[config.mk]
export PLATFORM = sky130hd
export DESIGN_NAME = greedy_change_maker
export DESIGN_NICKNAME = d
export VERILOG_FILES = /design/src/hw/rtl/gcm_pkg.sv /design/src/hw/rtl/gcm_cell.sv /design/src/hw/rtl/gcm_divider.sv /design/src/hw/rtl/greedy_change_maker.sv
export SDC_FILE = /design/constraint.sdc
export NUM_CORES = 1
export LEC_CHECK = 0
export BUFFER_PORTS_ARGS = -buffer_cell sky130_fd_sc_hd__buf_4
export CAP_MARGIN = 20
export CORE_MARGIN = 2
export CORE_UTILIZATION = 35
export DETAILED_ROUTE_END_ITERATION = 7
export PLACE_DENSITY_LB_ADDON = 0.1
export SETUP_SLACK_MARGIN = 0.5
export SLEW_MARGIN = 30
export SYNTH_ARGS = -nofsm -noshare
export SYNTH_HDL_FRONTEND = slang
export SYNTH_HIERARCHICAL = 1
export SYNTH_SLANG_ARGS = --single-unit
export TNS_END_PERCENT = 50
[constraint.sdc]
create_clock -name clk -period 6.3 [get_ports clk]
set_input_delay 0.315 -clock clk [delete_from_list [all_inputs] [get_ports clk]]
set_output_delay 0.315 -clock clk [all_outputs]
set_load 0.05 [all_outputs]
[src/hw/rtl/gcm_pkg.sv]
package gcm_pkg;

  localparam int SLOT_COUNT = 8;
  localparam int NUM_DENOMS = 8;
  localparam int VAL_W      = 16;
  localparam int SLOT_W     = $clog2(SLOT_COUNT);
  localparam int CFG_IDX_W  = SLOT_W + 1;
  localparam int CNT_W      = $clog2(NUM_DENOMS + 1);
  localparam int STEP_W     = $clog2(VAL_W);

  typedef logic [VAL_W-1:0] val_t;

  localparam val_t DENOM_RESET [SLOT_COUNT] = '{
    16'd1, 16'd2, 16'd5, 16'd10, 16'd20, 16'd50, 16'd100, 16'd500
  };

  // One slot of the sorting chain: a coin value and its occupancy.
  typedef struct packed {
    logic v;
    val_t val;
  } cell_t;

  // Chain control from the sequencer.
  typedef struct packed {
    logic clear;
    logic shift;
  } chain_ctrl_t;

endpackage

[src/hw/rtl/gcm_cell.sv]
module gcm_cell (
  input  logic                clk,
  input  logic                rst,
  input  gcm_pkg::chain_ctrl_t ctrl,
  input  gcm_pkg::cell_t      ins,
  input  gcm_pkg::cell_t      nbr,
  output gcm_pkg::cell_t      held,
  output gcm_pkg::cell_t      pass
);
  import gcm_pkg::*;

  // Keep the largest value seen, hand the smaller one down the chain; on a shift, take the next cell's value.
  always_ff @(posedge clk) begin
    if (rst || ctrl.clear) begin
      held.v <= 1'b0;
      pass.v <= 1'b0;
    end else if (ctrl.shift) begin
      held   <= nbr;
      pass.v <= 1'b0;
    end else if (ins.v) begin
      if (!held.v) begin
        held   <= ins;
        pass.v <= 1'b0;
      end else if (ins.val > held.val) begin
        held <= ins;
        pass <= held;
      end else begin
        pass <= ins;
      end
    end else begin
      pass.v <= 1'b0;
    end
  end

endmodule

[src/hw/rtl/gcm_divider.sv]
module gcm_divider (
  input  logic          clk,
  input  logic          rst,
  input  logic          start,
  input  gcm_pkg::val_t dividend,
  input  gcm_pkg::val_t divisor,
  output logic          done,
  output gcm_pkg::val_t quot,
  output gcm_pkg::val_t rem
);
  import gcm_pkg::*;

  logic              run;
  logic [STEP_W-1:0] step;
  val_t              dvs;
  logic [VAL_W:0]    shifted;
  logic [VAL_W:0]    trial;

  assign shifted = {rem, quot[VAL_W-1]};
  assign trial   = shifted - {1'b0, dvs};

  // Restoring division, one quotient bit per cycle.
  always_ff @(posedge clk) begin
    if (rst) begin
      run  <= 1'b0;
      done <= 1'b0;
      step <= '0;
    end else begin
      done <= 1'b0;
      if (start) begin
        run  <= 1'b1;
        step <= '0;
      end else if (run) begin
        step <= step + 1'b1;
        if (step == STEP_W'(VAL_W - 1)) begin
          run  <= 1'b0;
          done <= 1'b1;
        end
      end
    end
  end

  always_ff @(posedge clk) begin
    if (start) begin
      rem  <= '0;
      quot <= dividend;
      dvs  <= divisor;
    end else if (run) begin
      if (!trial[VAL_W]) begin
        rem  <= trial[VAL_W-1:0];
        quot <= {quot[VAL_W-2:0], 1'b1};
      end else begin
        rem  <= shifted[VAL_W-1:0];
        quot <= {quot[VAL_W-2:0], 1'b0};
      end
    end
  end

endmodule

[src/hw/rtl/greedy_change_maker.sv]
// Channel   Handshake                      Payload
// -------   ---------------------------    -----------------------------------------
// command   start / busy                   amount
// config    cfg_valid / cfg_ready          cfg_index, cfg_data
// result    result_valid (one-cycle pulse) denomination, coin_count, is_last, shortfall
//
// For each amount the block loads the coin values into a chain of sorting cells,
// lets the chain settle, then runs one restoring divide per sorted value, each ending
// in a result word; with no value in use it sends one word with the whole amount unpaid.
// One shared bit-serial divider serves every coin value in turn.
// Reset restores the default coin values [1,2,5,10,20,50,100,500] and idles the block.
// Results cannot be stalled: each word shows for exactly one cycle.
module greedy_change_maker (
  input  logic                           clk,
  input  logic                           rst,
  // command
  input  logic                           start,
  output logic                           busy,
  input  gcm_pkg::val_t                  amount,
  // config
  input  logic                           cfg_valid,
  output logic                           cfg_ready,
  input  logic [gcm_pkg::CFG_IDX_W-1:0]  cfg_index,
  input  gcm_pkg::val_t                  cfg_data,
  // result
  output logic                           result_valid,
  output gcm_pkg::val_t                  denomination,
  output gcm_pkg::val_t                  coin_count,
  output logic                           is_last,
  output gcm_pkg::val_t                  shortfall
);
  import gcm_pkg::*;

  localparam logic [2:0] ST_IDLE   = 3'd0;
  localparam logic [2:0] ST_FEED   = 3'd1;
  localparam logic [2:0] ST_SETTLE = 3'd2;
  localparam logic [2:0] ST_NEXT   = 3'd3;
  localparam logic [2:0] ST_DIV    = 3'd4;

  logic [2:0]       state;
  logic [CNT_W-1:0] cnt;
  val_t             denoms [SLOT_COUNT];
  val_t             remain;

  chain_ctrl_t ctrl;
  cell_t       feed;
  cell_t       held [NUM_DENOMS];
  cell_t       pass [NUM_DENOMS];
  cell_t       ins  [NUM_DENOMS];
  cell_t       nbr  [NUM_DENOMS];

  logic div_start;
  logic div_done;
  val_t div_dividend;
  val_t div_divisor;
  val_t div_quot;
  val_t div_rem;

  assign busy      = (state != ST_IDLE);
  assign cfg_ready = 1'b1;

  // Coin value registers; indexes past the slot list are dropped.
  always_ff @(posedge clk) begin
    if (rst) begin
      for (int i = 0; i < SLOT_COUNT; i++) begin
        denoms[i] <= DENOM_RESET[i];
      end
    end else if (cfg_valid && cfg_ready && !cfg_index[CFG_IDX_W-1]) begin
      denoms[cfg_index[SLOT_W-1:0]] <= cfg_data;
    end
  end

  // Feed one active slot per cycle; an unused slot enters as an empty bubble.
  always_comb begin
    feed.val = denoms[SLOT_W'(cnt)];
    feed.v   = (state == ST_FEED) && (feed.val != '0);
  end

  // Sorting chain: cell 0 ends up with the largest value.
  for (genvar i = 0; i < NUM_DENOMS; i++) begin : g_chain
    if (i == 0) begin : g_head
      assign ins[i] = feed;
    end else begin : g_body
      assign ins[i] = pass[i-1];
    end
    if (i == NUM_DENOMS - 1) begin : g_tail
      assign nbr[i] = '0;
    end else begin : g_link
      assign nbr[i] = held[i+1];
    end
    gcm_cell u_cell (
      .clk  (clk),
      .rst  (rst),
      .ctrl (ctrl),
      .ins  (ins[i]),
      .nbr  (nbr[i]),
      .held (held[i]),
      .pass (pass[i])
    );
  end

  gcm_divider u_div (
    .clk      (clk),
    .rst      (rst),
    .start    (div_start),
    .dividend (div_dividend),
    .divisor  (div_divisor),
    .done     (div_done),
    .quot     (div_quot),
    .rem      (div_rem)
  );

  always_comb begin
    ctrl.clear = (state == ST_IDLE) && start;
    ctrl.shift = (state == ST_DIV) && div_done;
    div_start  = ((state == ST_NEXT) && held[0].v) ||
                 ((state == ST_DIV) && div_done && nbr[0].v);
    // A divide that starts as the previous one reports done takes the fresh
    // remainder and the value moving up into cell 0 at that same edge.
    div_dividend = (state == ST_DIV) ? div_rem : remain;
    div_divisor  = (state == ST_DIV) ? nbr[0].val : held[0].val;
  end

  // Sequencer: load, settle, then one divide per sorted coin value (none in use: report all unpaid).
  always_ff @(posedge clk) begin
    if (rst) begin
      state        <= ST_IDLE;
      cnt          <= '0;
      result_valid <= 1'b0;
    end else begin
      result_valid <= 1'b0;
      case (state)
        ST_IDLE: begin
          if (start) begin
            state <= ST_FEED;
            cnt   <= '0;
          end
        end
        ST_FEED: begin
          cnt <= cnt + 1'b1;
          if (cnt == CNT_W'(NUM_DENOMS - 1)) begin
            state <= ST_SETTLE;
            cnt   <= '0;
          end
        end
        ST_SETTLE: begin
          cnt <= cnt + 1'b1;
          if (cnt == CNT_W'(NUM_DENOMS - 1)) begin
            state <= ST_NEXT;
          end
        end
        ST_NEXT: begin
          if (held[0].v) begin
            state <= ST_DIV;
          end else begin
            // No coin value in use: report the whole amount as unpaid.
            result_valid <= 1'b1;
            state        <= ST_IDLE;
          end
        end
        ST_DIV: begin
          if (div_done) begin
            result_valid <= 1'b1;
            if (!nbr[0].v) begin
              state <= ST_IDLE;
            end
          end
        end
        default: begin
          state <= ST_IDLE;
        end
      endcase
    end
  end

  // Result word and running remainder.
  always_ff @(posedge clk) begin
    if ((state == ST_IDLE) && start) begin
      remain <= amount;
    end else if ((state == ST_NEXT) && !held[0].v) begin
      denomination <= '0;
      coin_count   <= '0;
      is_last      <= 1'b1;
      shortfall    <= remain;
    end else if ((state == ST_DIV) && div_done) begin
      remain       <= div_rem;
      denomination <= held[0].val;
      coin_count   <= div_quot;
      is_last      <= !nbr[0].v;
      shortfall    <= nbr[0].v ? '0 : div_rem;
    end
  end

endmodule
==> results of run 1 <==
[worst max-delay path: stages, from the launching register on]
cell and delay (ps):
dfxtp_2 910, mux4_2 600, mux2_2 350, ha_1 320
nand4_2 180, o21bai_2 230, or3_1 460, nor3_4 730
o32ai_2 150, buf_4 260
[final cells by class]
class | instances | area [sq um]
repair buffers | 172 | 1370
fillers | 7909 | 49800
flip-flops and latches | 513 | 14900
clock buffers | 72 | 1560
well taps | 1080 | 1350
inverters | 170 | 643
diodes | 1 | 2.50
multi-input cells | 1708 | 13500
clock inverters | 37 | 275
[metal layers]
| layer | global-route usage (%) | up-vias | wire length [microns] |
|---|---|---|---|
| li1 | - | 9656 | - |
| met1 | 24.8 | 10333 | 36800 |
| met3 | 1.96 | 101 | 2490 |
| met2 | 34.7 | 408 | 42800 |
| met5 | 0 | - | 0 |
| met4 | 4.49 | 0 | 1690 |
[state kept, by name (all words and copies together), names as in the netlist, named ones only]
register	cells
cnt	4
coin_count	16
denomination	16
denoms	128
g_chain.u_cell/held	136
g_chain.u_cell/pass	119
is_last	1
remain	16
result_valid	1
shortfall	16
state	3
u_div/done	1
u_div/dvs	16
u_div/quot	16
u_div/rem	16
u_div/run	1
u_div/step	4
[where the power goes]
| part | switching (W) | internal, W | leakage, nW |
|---|---|---|---|
| logic | 0.000333 | 0.000275 | 6.95 |
| clock network | 0.00142 | 0.00187 | 0.895 |
| registers | 0.0000819 | 0.00379 | 4.67 |
| total | 0.00183 | 0.00593 | 12.5 |
[through the flow]
step           hold slack, ps  utilization (%)
2_1_floorplan             387                -
3_3_place_gp              487             37.7
4_1_cts                  5.90             40.2
3_5_place_dp              486             37.8
5_1_grt                  28.1             40.3
6_report                 35.5             40.3
[placed cells by master, fill, tap and decap left out, drive strengths merged, types with 10 or more instances in the layout]
cell type    count
nor2b           34
xor2            14
o21bai          10
nor3            33
and2           112
clkinv          28
mux2           200
nor4            14
buf            148
nor2            56
nand2          231
edfxtp         465
a21oi           78
ha             146
dfxtp           48
clkbuf          72
o211ai         110
o21ai           67
nand3          227
mux4            32
or2             10
dlygate4sd3     24
conb            18
nand2b          44
nand4           27
a21o            12
inv            172
nor4b          105
or3             30
[path summary, 6_finish.rpt]
kind	slack [ps]	from	depth (start not counted)	end
setup reg to reg	1780	flop	9	g_chain[0].u_cell/held[13]$_DFFE_PP_
hold / removal	40	cfg_data[7]	2	denoms[7][7]$_SDFFCE_PN1P_
setup / recovery	1780	flop	9	g_chain[0].u_cell/held[13]$_DFFE_PP_
hold reg to reg	490	g_chain[3].u_cell/pass[16]$_SDFF_PN0_	2	g_chain[4].u_cell/pass[16]$_SDFF_PN0_
==> impl_metrics.yaml, run 1 <==
layout:
  fin_cells: 3753
  design_area_sq_mm: 0.0336
  drive_gt1_share_pct: 21.8
  fin_nets: 2811
  syn2layout_area_growth_pct: 14.1
clocking:
  cts.sinks: 513
  path_clk_slew_ps: 60
  clockBufferDepth: 3
  h-tree-depth: 2
  cts_made_buffers: 59
  cts_resized: 0
  cts_setup_buffers: 0
  clk_latency_ps: 620
  cts_tree: "yes"
  cts_root_buf: "clkbuf_16"
  ctsHoldBuffers: 24
sta:
  tns_ps: 0
  relSlewSlack_pct: 37.3
  finalWorstSetupSlack_ps: 1780
  rsz0062_at_grt: "no"
  fin_crit_ps: 4520
  min_period_over_period_pct: 71.8
  setup_viol: 0
  hold_violations: 0
  worst_slew_pin_slew_ps: 938
  clock.fmax_mhz: 221
  report.final.slew_viol_count: 0
  skew_ps: 27.5
routing:
  vias_per_cell: 5.46
  drt-total-wl_microns: 83700
  ant_nets: 0
  drtPass1Iterations: 5
  drc: 0
  drt-initial-drc-count: 1314
  dr_total_vias: 20498
  wl_per_cell_microns: 22.3
setup_path:
  cp_data_required_time_ps: 6650
  path_class: "reg -> reg"
  cp.arrival_ps: 4870
  startpoint_type: "flop"
  crit_fanout: 23
  endpoint_kind: "flop"
floorplanning:
  start_util_pct: 35.3
  dieHeight_microns: 294
  core_area_sq_mm: 0.0834
  fp-row-count: 106
  die_width_microns: 294
  ioPinCount: 92
  dieArea_sq_mm: 0.0864
run:
  maxCapViolations: 0
placement:
  gp_congestion: 0.831
  pre_cts_slack_ps: 1770
  portBuffers: 90
  dpl.hpwl_microns: 58900
  place_area_sq_mm: 0.0315
  placed_cells: 3617
synth:
  yosys_warnings: 6
  syn_area_per_cell_sq_um: 11.8
  synthCells: 2504
  netlist_area_sq_mm: 0.0294
grt:
  grt.overflow.total: 0
  antenna_found_initial: 0
  grt_pass1_wl_microns: 129000
  first_global_vias: 21076
  grt_start_max_net_pins: 70
  track_usage_pct: 19.3
power:
  ir_drop_mv: 0.241
  power_w: 0.00776
  powerDensity_mw_per_mm2: 231
  leakage_nw: 12.5
hold_path:
  hold_class: "in -> reg"
outcome:
  status: "complete, no violations"
Note: power is estimated with default switching activity, not from simulation.
==> run 2, diff against run 1 <==
clock period = 4.1 ns   (was 6.3 ns; I/O delays follow)
==> run 2 against run 1 <==
Global-route usage rose by 0.35 points. Clock skew decreased by 0.69 ps. Combinational power rose by 63%. Clock power rose by 72%. Highest routed layer unchanged. Largest cell class unchanged. Setup slack got worse by 1100 ps. Register-to-register slack worse by 1100 ps. Critical path type unchanged. Die area unchanged. Critical endpoint is now g_chain[0].u_cell/pass[15]$_DFFE_PP_. Largest power group unchanged. Critical path depth rose by 1. Sequential power rose by 53%.
==> impl_metrics.yaml, run 2 (synthesis results as in run 1) <==
clocking:
  cts_root_buf: "clkbuf_16"
  path_clk_slew_ps: 60
  clk_latency_ps: 640
  h-tree-depth: 2
  cts_made_buffers: 61
  cts.sinks: 513
  cts_tree: "yes"
  clockBufferDepth: 3
routing:
  drc: 0
  ant_nets: 0
  dr_total_vias: 20777
  drt-total-wl_microns: 84700
  wl_per_cell_microns: 22.2
  vias_per_cell: 5.45
  drtPass1Iterations: 5
  drt-initial-drc-count: 1589
sta:
  rsz0062_at_grt: "no"
  fin_crit_ps: 3440
  tns_ps: 0
  setup_viol: 0
  skew_ps: 26.8
  min_period_over_period_pct: 83.8
  report.final.slew_viol_count: 0
  clock.fmax_mhz: 291
  hold_violations: 0
  relSlewSlack_pct: 46.2
  worst_slew_pin_slew_ps: 804
layout:
  syn2layout_area_growth_pct: 16.5
  drive_gt1_share_pct: 23.1
  final_common_cell: "edfxtp_1"
  fin_nets: 2864
  diodes: 0
  fin_util_pct: 41.1
  largest_reg_flops: 136
  regMostFlops: "g_chain.u_cell/held"
  reg_top3: "g_chain.u_cell/held: 136 flops, denoms: 128 flops, g_chain.u_cell/pass: 119 flops"
  final_cell_mix: "edfxtp_1 (465), nand3_1 (227), nand2_1 (221)"
setup_path:
  path_class: "reg -> reg"
  cp_data_required_time_ps: 4470
  rrSetupSlack_ps: 660
  slowest_stage: "mux4_2"
  worst-path-buf-inv: 2
  r2r_end: "g_chain[0].u_cell/pass[15]$_DFFE_PP_"
  worstPathCellList: "buf_12 -> mux4_2 -> mux2_2 -> ha_1 -> a21oi_1 -> o21ai_1 -> or3_1 -> nor3_4 -> buf_4 -> o211ai_1"
  endpoint_kind: "flop"
  startpoint_type: "flop"
  ff2ff_path_depth: 10
  slowest_delay_ps: 490
  critical_path.top_delay_family: "multiplexers"
  crit_fanout: 15
  cp.arrival_ps: 3800
placement:
  dpl.hpwl_microns: 60300
  portBuffers: 90
  gp_congestion: 0.822
outcome:
  status: "complete, no violations"
floorplanning:
  fp-row-count: 106
  ioPinCount: 92
  die_width_microns: 294
  core_area_sq_mm: 0.0834
  dieHeight_microns: 294
  dieArea_sq_mm: 0.0864
  start_util_pct: 35.3
power:
  swShare_pct: 23.4
  power_w: 0.0126
  powerDensity_mw_per_mm2: 367
  ir_drop_mv: 0.339
  p_int_w: 0.00963
  pwr-share-seq_pct: 47.2
  leakage_nw: 12.9
  pwr-share-clk_pct: 44.9
  switching_power_w: 0.00294
  combinationalPowerShare_pct: 7.9
hold_path:
  hold_class: "in -> reg"
  hold_end: "denoms[1][2]$_SDFFCE_PN0P_"
  hold_start: "cfg_index[2]"
  whs_path_depth: 3
grt:
  track_usage_pct: 19.6
  grt_start_max_net_pins: 66
  grt_pass1_wl_microns: 131000
  grt.overflow.total: 0
  antenna_found_initial: 0
  first_global_vias: 21211
run:
  maxCapViolations: 0
run 2: cell types whose count changed in the layout (fill, tap and decap cells not counted), moves of 3 or more:
cell	delta
dlygate4sd3_1	+10
clkbuf_16	+3
buf_4	+40
clkinv_1	-3
nor3_4	-4
nor3_2	+6
bufinv_16	+6
buf_6	-4
buf_12	+6
run 2: timing repair:
| action | 4_1_cts | 5_1_grt |
|---|---|---|
| cloned | 0 | 0 |
| resized for setup | 1 | 0 |
| endpoints found under the hold margin | 147 | 0 |
| setup buffers | 0 | 4 |
| pin swaps | 1 | 1 |
| setup endpoints to repair | 31 | 31 |
| hold buffers | 34 | 0 |
run 2: how the worst max path moves through the flow:
stage / start / to / slack (ps) / depth (start not counted)
final: flop / g_chain[0].u_cell/pass[15]$_DFFE_PP_ / 660 / 10
after global routing: flop / g_chain[0].u_cell/pass[12]$_DFFE_PP_ / 540 / 11
after CTS: flop / g_chain[0].u_cell/held[10]$_DFFE_PP_ / 550 / 9
after detailed placement: flop / g_chain[0].u_cell/pass[15]$_DFFE_PP_ / 390 / 9
after global placement: flop / g_chain[0].u_cell/held[15]$_DFFE_PP_ / 500 / 10
after floorplan: state[1]$_SDFFE_PP0P_ / g_chain[4].u_cell/held[0]$_DFFE_PP_ / 240 / 10
run 2: stage by stage:
stage	std cells	hold WS (ps)	area [sq um]	setup WS [ps]
2_1_floorplan	2520	277	29500	242
3_3_place_gp	3656	484	31800	499
3_5_place_dp	3656	501	31800	391
4_1_cts	3806	52.9	34200	546
5_1_grt	3810	101	34300	545
6_report	3810	93.5	34300	665
run 2: worst reg2reg max path: stages, from the launching register on:
cell,delay [ps]
dfxtp_4,380
buf_12,130
mux4_2,490
mux2_2,350
ha_1,330
a21oi_1,180
o21ai_1,120
or3_1,470
nor3_4,260
buf_4,290
o211ai_1,160
run 2: layout make-up:
class / instances / area, sq um
Tap cell: 1080 / 1350
Clock buffer: 73 / 1600
Timing Repair Buffer: 223 / 1830
Inverter: 170 / 643
Fill cell: 7906 / 49100
Clock inverter: 43 / 474
Multi-Input combinational cell: 1708 / 13500
Sequential cell: 513 / 14900
run 2: power groups by stage:
stage          combinational, W  clock, W  sequential (W)
2_1_floorplan          0.000702         0         0.00598
3_3_place_gp           0.000925         0         0.00606
3_5_place_dp           0.000941         0         0.00606
4_1_cts                0.000972   0.00583         0.00595
5_1_grt                 0.00109   0.00602         0.00595
6_report               0.000988   0.00565         0.00594
run 2: per-layer routing:
layer / vias to the layer above / global-route usage, % / wire length, microns
met5: - / 0 / 0
met4: 0 / 4.85 / 1680
met3: 109 / 2.44 / 3110
met2: 441 / 33.9 / 42500
met1: 10457 / 26.1 / 37400
li1: 9770 / - / -
